### src/rtl/lphfi_pkg.sv
// Shared types and constants for the linear-probe hash find-or-insert unit.
`default_nettype none

package lphfi_pkg;

   localparam int KEY_W       = 64;
   localparam int HASH_W      = 32;
   localparam int INDEX_W     = 10;
   localparam int COUNT_W     = 11;
   localparam int PROBE_W     = 10;
   localparam int MAX_ENTRIES = 1024;

   localparam logic [COUNT_W-1:0] LIMIT_RESET = 11'd64;
   localparam logic [COUNT_W-1:0] COUNT_RESET = 11'd1;

   localparam logic OP_FIND  = 1'b0;
   localparam logic OP_CLEAR = 1'b1;

   typedef struct packed {
      logic              opcode;
      logic [KEY_W-1:0]  key;
      logic [HASH_W-1:0] hash_value;
   } req_word_type;

   typedef struct packed {
      logic [INDEX_W-1:0] entry_index;
      logic               inserted;
      logic               table_full;
      logic [PROBE_W-1:0] probe_length;
   } rsp_word_type;

   typedef enum logic [2:0] {
      ST_INIT,
      ST_IDLE,
      ST_CLEAR,
      ST_BUCKET,
      ST_ENTRY,
      ST_RESPOND
   } state_type;

   typedef enum logic [2:0] {
      RES_HOLD,
      RES_CLEAR,
      RES_INSERT,
      RES_FOUND,
      RES_REFUSE
   } res_kind_type;

   typedef struct packed {
      logic         accept;
      logic         sweep;
      logic         entry_read;
      logic         advance;
      logic         insert;
      logic         count_reset;
      logic         load_out;
      res_kind_type result;
   } cmd_type;

   typedef struct packed {
      logic req_clear;
      logic bucket_empty;
      logic key_match;
      logic can_insert;
      logic last_probe;
      logic sweep_last;
      logic out_free;
   } sts_type;

endpackage

`default_nettype wire

### src/rtl/lphfi_ctrl.sv
// Sequencing state machine for sweeps, probes, inserts and result hand-off.
`default_nettype none

module lphfi_ctrl
   import lphfi_pkg::*;
(
   input  wire logic    clock,
   input  wire logic    reset,
   input  wire logic    req_valid,
   output logic         req_stall,
   input  wire sts_type sts,
   output cmd_type      cmd
);

   state_type state_ff;
   state_type state_in;

   always_ff @(posedge clock) begin
      if (reset) begin
         state_ff <= ST_INIT;
      end else begin
         state_ff <= state_in;
      end
   end

   // Next state
   always_comb begin
      state_in = state_ff;
      case (state_ff)
         ST_INIT: begin
            if (sts.sweep_last) state_in = ST_IDLE;
         end
         ST_IDLE: begin
            if (req_valid) state_in = sts.req_clear ? ST_CLEAR : ST_BUCKET;
         end
         ST_CLEAR: begin
            if (sts.sweep_last) state_in = ST_RESPOND;
         end
         ST_BUCKET: begin
            state_in = sts.bucket_empty ? ST_RESPOND : ST_ENTRY;
         end
         ST_ENTRY: begin
            if (sts.key_match || sts.last_probe) state_in = ST_RESPOND;
            else                                  state_in = ST_BUCKET;
         end
         ST_RESPOND: begin
            if (sts.out_free) state_in = ST_IDLE;
         end
         default: state_in = ST_INIT;
      endcase
   end

   // Outputs
   always_comb begin
      cmd       = '0;
      cmd.result = RES_HOLD;
      req_stall = (state_ff != ST_IDLE);
      case (state_ff)
         ST_INIT: begin
            cmd.sweep = 1'b1;
         end
         ST_IDLE: begin
            cmd.accept = req_valid;
         end
         ST_CLEAR: begin
            cmd.sweep = 1'b1;
            if (sts.sweep_last) begin
               cmd.count_reset = 1'b1;
               cmd.result      = RES_CLEAR;
            end
         end
         ST_BUCKET: begin
            if (sts.bucket_empty) begin
               if (sts.can_insert) begin
                  cmd.insert = 1'b1;
                  cmd.result = RES_INSERT;
               end else begin
                  cmd.result = RES_REFUSE;
               end
            end else begin
               cmd.entry_read = 1'b1;
            end
         end
         ST_ENTRY: begin
            if (sts.key_match) begin
               cmd.result = RES_FOUND;
            end else begin
               cmd.advance = 1'b1;
               if (sts.last_probe) cmd.result = RES_REFUSE;
            end
         end
         ST_RESPOND: begin
            cmd.load_out = sts.out_free;
         end
         default: begin
            cmd = '0;
         end
      endcase
   end

endmodule

`default_nettype wire

### config.mk
export PLATFORM = sky130hd
export DESIGN_NAME = lphfi_ctrl
export DESIGN_NICKNAME = d
export VERILOG_FILES = /design/src/rtl/lphfi_pkg.sv /design/src/rtl/lphfi_ctrl.sv
export SDC_FILE = /design/constraint.sdc
export NUM_CORES = 1
export LEC_CHECK = 0
export ABC_AREA = 1
export BUFFER_PORTS_ARGS = -buffer_cell sky130_fd_sc_hd__buf_2
export CAP_MARGIN = 20
export CORE_AREA = 2 2 39 41
export DETAILED_ROUTE_END_ITERATION = 12
export DIE_AREA = 0 0 41 43
export PLACE_DENSITY = 0.6
export SETUP_SLACK_MARGIN = 0.5
export SYNTH_ARGS = -nofsm -noshare
export SYNTH_HDL_FRONTEND = slang
export SYNTH_SLANG_ARGS = --single-unit
### constraint.sdc
create_clock -name clock -period 1.3 [get_ports clock]
set_clock_uncertainty 0.05 [all_clocks]
set_input_delay 0 -clock clock [delete_from_list [all_inputs] [get_ports clock]]
set_output_delay 0 -clock clock [all_outputs]
set_load 0.01 [all_outputs]
# Word-level counts from Yosys, hierarchy flattened
# Index checks and enable logic that the tools add are counted.
word_totals:
  reg_bits: 3
  latchBits: 0
  ram_bits: 0
  rom_bits: 0
  inputBits: 10
  memories: 0
op_classes:
  addsub: 0
  n_mul: 0
  div: 0
  order_cmp: 0
  eq_ne: 10
  shift: 0
  muxes: 26
  bitwise: 0
  reduce_logical: 4
op_table:
  columns: ["op", "n"]
  rows:
  - ["2-to-1 mux 3 bit", 9]
  - ["case mux 3 bit (6 select lines)", 1]
  - ["2-to-1 mux 1 bit", 15]
  - ["case mux 3 bit (3 select lines)", 1]
  - ["inequality test 2 bit (second input constant)", 4]
  - ["equality test 3 x 2 -> 1 bit (second input constant)", 2]
  - ["equality test 3 bit (second input constant)", 2]
  - ["AND reduction 4 bit", 1]
  - ["equality test 3 x 1 -> 1 bit (second input constant)", 1]
  - ["logical NOT 3 bit", 1]
  - ["inequality test 3 x 1 -> 1 bit (second input constant)", 1]
  - ["OR reduction 2 bit", 1]
  - ["logical OR 1 bit", 1]

# Logic depth before layout (Yosys ltp)
depth:
  depth_word: 3
  ltp_mapped: 7
  depth_no_buf: 7

# Worst setup path after synthesis
# No wires, ideal clock.
synth_timing:
  kind: "register to register"
  start: "reg state_ff[2]"
  end: "reg state_ff[0]"
  setup_ps: 114
  arrival_time_ps: 935
  path_slack_ps: 201
  stages_incl_launch_ff: 8
  path_buffers: 0
  synth_period_minus_slack_ps: 1099
  cell_sequence: "dfxtp_1 > inv_2 > nand3_2 > nor2_1 > nor2_4 > inv_1 > a21oi_1 > nor2_1"
synth_via:
  elab_chain_cells: 3
synth_lines:
  columns: ["element", "line", "source"]
  rows:
  - ["start, declared", "lphfi_ctrl.sv:15", "state_type state_ff;"]
  - ["start signal, assigned", "lphfi_ctrl.sv:22", "state_ff <= state_in;"]
  - ["equality test 3 x 2 -> 1 bit, or another cell as far along", "lphfi_ctrl.sv:29", "case (state_ff)"]
  - ["inequality test 2 bit (no line)", null, null]
  - ["AND reduction 4 bit (no line)", null, null]
# Parallel ways exist; a longest one is shown, timed or not.
# A chain may end at the register's enable or synchronous reset.

==> metrics.yaml <==
status: "finished, final reports clean"
grt_max_degree: 7
fin_nets: 96
placed_area_um2: 508
tns_ns: 0
crit_chain: "inv_6, nor2_4, nand3_4, o21ai_2, buf_2"
largest_reg_flops: 3
gp_congestion: 0.740
syn_inst: 55
synth_top_family_by_area: "simple AND/OR/NAND/NOR gates"
route.detailed.drc: 0
timing.rr.start: "state_ff[1]$_SDFFE_PP0P_"
root_buffer: "clkbuf_4"
hold_class: "in2reg"
path_buf_inv: 2
initial_utilization: 0.226
start_kind: "flip-flop"
mostFrequentLayoutCells: "buf_2 (18), inv_1 (9)"
ios: 21
clock_sinks: 3
hold_violations: 0
post-route-period-util: 0.917
wl_met2_um: 498
mostFrequentLayoutCell: "buf_2"
post_drt_via_cell_ratio: 4.48
track_usage: 0.130
synthMuxAreaShare: 0
first_iter_violations: 1
fp.coreArea_um2: 1380
synth_seq_cells: 3
synth_top_area_cell: "dfxtp_1"
clkLatencyLatePin_ns: 0.23
yosys.area_share.adder: 0
die_w_um: 41
p_sw_frac: 0.432
clkPwrFrac: 0.183
drive_above_1_share: 0.647
io_buffer_count: 20
met3_wirelength_um: 70
via_count: 452
ir_drop_uv: 625
cp_num_cells: 5
setup_viol: 0
wl_met1_um: 389
seqPwrFrac: 0.186
fin_area_um2: 652
synth_compound_area_frac: 0.136
power.switching_mw: 0.374
antenna_found_initial: 0
cp-endpoint: "cmd[2]"
required_ns: 1.25
slowest_delay_ns: 0.39
path_class: "reg2out"
path_max_fanout: 4
synth.distinct_cells: 16
fmaxAchievable_mhz: 839
regMostFlops: "state_ff"
area_delta_synth_final_pct: 108
top_layer: "met3"
drtPass1Iterations: 4
place.detailed.hpwl_um: 721
yosys.area_share.xor_xnor: 0
worst_pin_slew_ns: 0.159
period_minus_slack_ns: 1.19
pwr-share-comb: 0.631
crit_arrival_ns: 1.14
antenna_cells: 0
path_delay_family: "flip-flops"
synthSimpleGateAreaFrac: 0.528
numCtsBuffers: 3
crit_start: "state_ff[1]$_SDFFE_PP0P_"
worstSetupEndpointType: "primary output"
internal-power_mw: 0.492
rsz0062_at_grt: "true"
drv_cap: 0
slew_violations: 0
syn_area_um2: 313
syn_nets: 65
wire_per_inst_um: 9.49
setup_ws_ns: 0.109
synth_top_area_frac: 0.192
grt_pass1_wl_um: 1560
leakagePower_nw: 0.312
grt_pass1_vias: 408
dpl_worst_slack_ns: 0.241
wl_um: 958
yosys_warnings: 0
regToRegSetupSlack_ns: 0.13
r2r-end: "state_ff[0]$_SDFFE_PP0P_"
power_density_nw_per_um2: 1330
ff2ff_path_depth: 7
crit_slowest_cell: "dfxtp_4"
htreeDepth: 1
final_antenna_net_count: 0
cts_tree: "built"
cts.clk_slew.worst_paths_ns: 0.04
max_slew_margin: 0.894
top_regs: "state_ff (3)"
seq_area_frac_synth: 0.192
clock_path_buffers: 2
syn_avg_cell_area_um2: 5.69
overflow: 0
rows: 14
die_h_um: 43
die-area_um2: 1760
synthTopCellsByArea: "dfxtp_1 (19%), inv_1 (12%), nand3_1 (11%)"
-- timing repair --
action                     CTS  global route
setup endpoints to repair   14            14
hold endpoints to repair     3             0
gates resized for setup      8             8
hold buffers                 1             0
pin swaps                    4             3
buffers inserted             5             0
-- worst min-delay path, delay by kind of cell --
kind	cells	cell delay (ns)
buffers and inverters	2	0.15
AOI/OAI and AO/OA	1	0.05
and+or+nand+nor	1	0.04
-- power by group through the flow --
stage / Sequential (mW) / Combinational, mW / Clock, mW
6_report: 0.161 / 0.546 / 0.159
5_1_grt: 0.165 / 0.596 / 0.177
4_1_cts: 0.159 / 0.514 / 0.170
3_5_place_dp: 0.177 / 0.362 / 0
3_3_place_gp: 0.175 / 0.361 / 0
2_1_floorplan: 0.170 / 0.268 / 0
-- stage by stage --
| step | hold WS (ns) | power, mW | utilization | std cells |
|---|---|---|---|---|
| global placement | 0.131 | 0.536 | 0.367 | 91 |
| detailed placement | 0.135 | 0.540 | 0.367 | 91 |
| floorplan | -0.0196 | 0.437 | - | 55 |
| CTS | -0.000512 | 0.844 | 0.448 | 101 |
| finish | 0.00936 | 0.866 | 0.471 | 101 |
| global route | 0.0221 | 0.938 | 0.471 | 101 |
-- worst min-delay path by stage --
stage / cells after the start / startpoint / to
4_1_cts: 4 / sts[0] / state_ff[2]$_SDFFE_PP0P_
6_report: 4 / sts[0] / state_ff[2]$_SDFFE_PP0P_
3_3_place_gp: 2 / reset / state_ff[2]$_SDFFE_PP0P_
3_5_place_dp: 2 / reset / state_ff[2]$_SDFFE_PP0P_
2_1_floorplan: 1 / sts[4] / cmd[6]
5_1_grt: 4 / sts[0] / state_ff[2]$_SDFFE_PP0P_
-- cell families (layout without fill, tap and decap cells) --
family,after synthesis,after routing
AOI/OAI and AO/OA,8,8
DFF,3,3
and+or+nand+nor,32,32
buffers and inverters,12,42
-- synth_stat cells --
cell      n
inv_2     2
nand3_2   2
nand3_1   7
o22ai_1   2
o21ai_1   2
nand2_2   2
nor2_2    3
o21ai_0   1
nand4_1   1
inv_1    10
nor2_1    9
dfxtp_1   3
nor3_1    1
nand2_1   6
a21oi_1   3
nor2_4    1
-- routing by layer --
| layer | vias to the layer above | track usage |
|---|---|---|
| met5 | - | 0 |
| met4 | 0 | 0.0800 |
| met3 | 0 | 0.0157 |
| met2 | 15 | 0.209 |
| met1 | 200 | 0.154 |
| li1 | 237 | - |
-- area by class of cell --
cell class	count	area (um^2)
timing repair buffer	26	168
tap	16	20.0
inverter	12	57.6
sequential	3	71.3
fill	153	732
clock buffer	4	26.3
multi-input combinational	40	309
(Power assumes the default switching activity.)
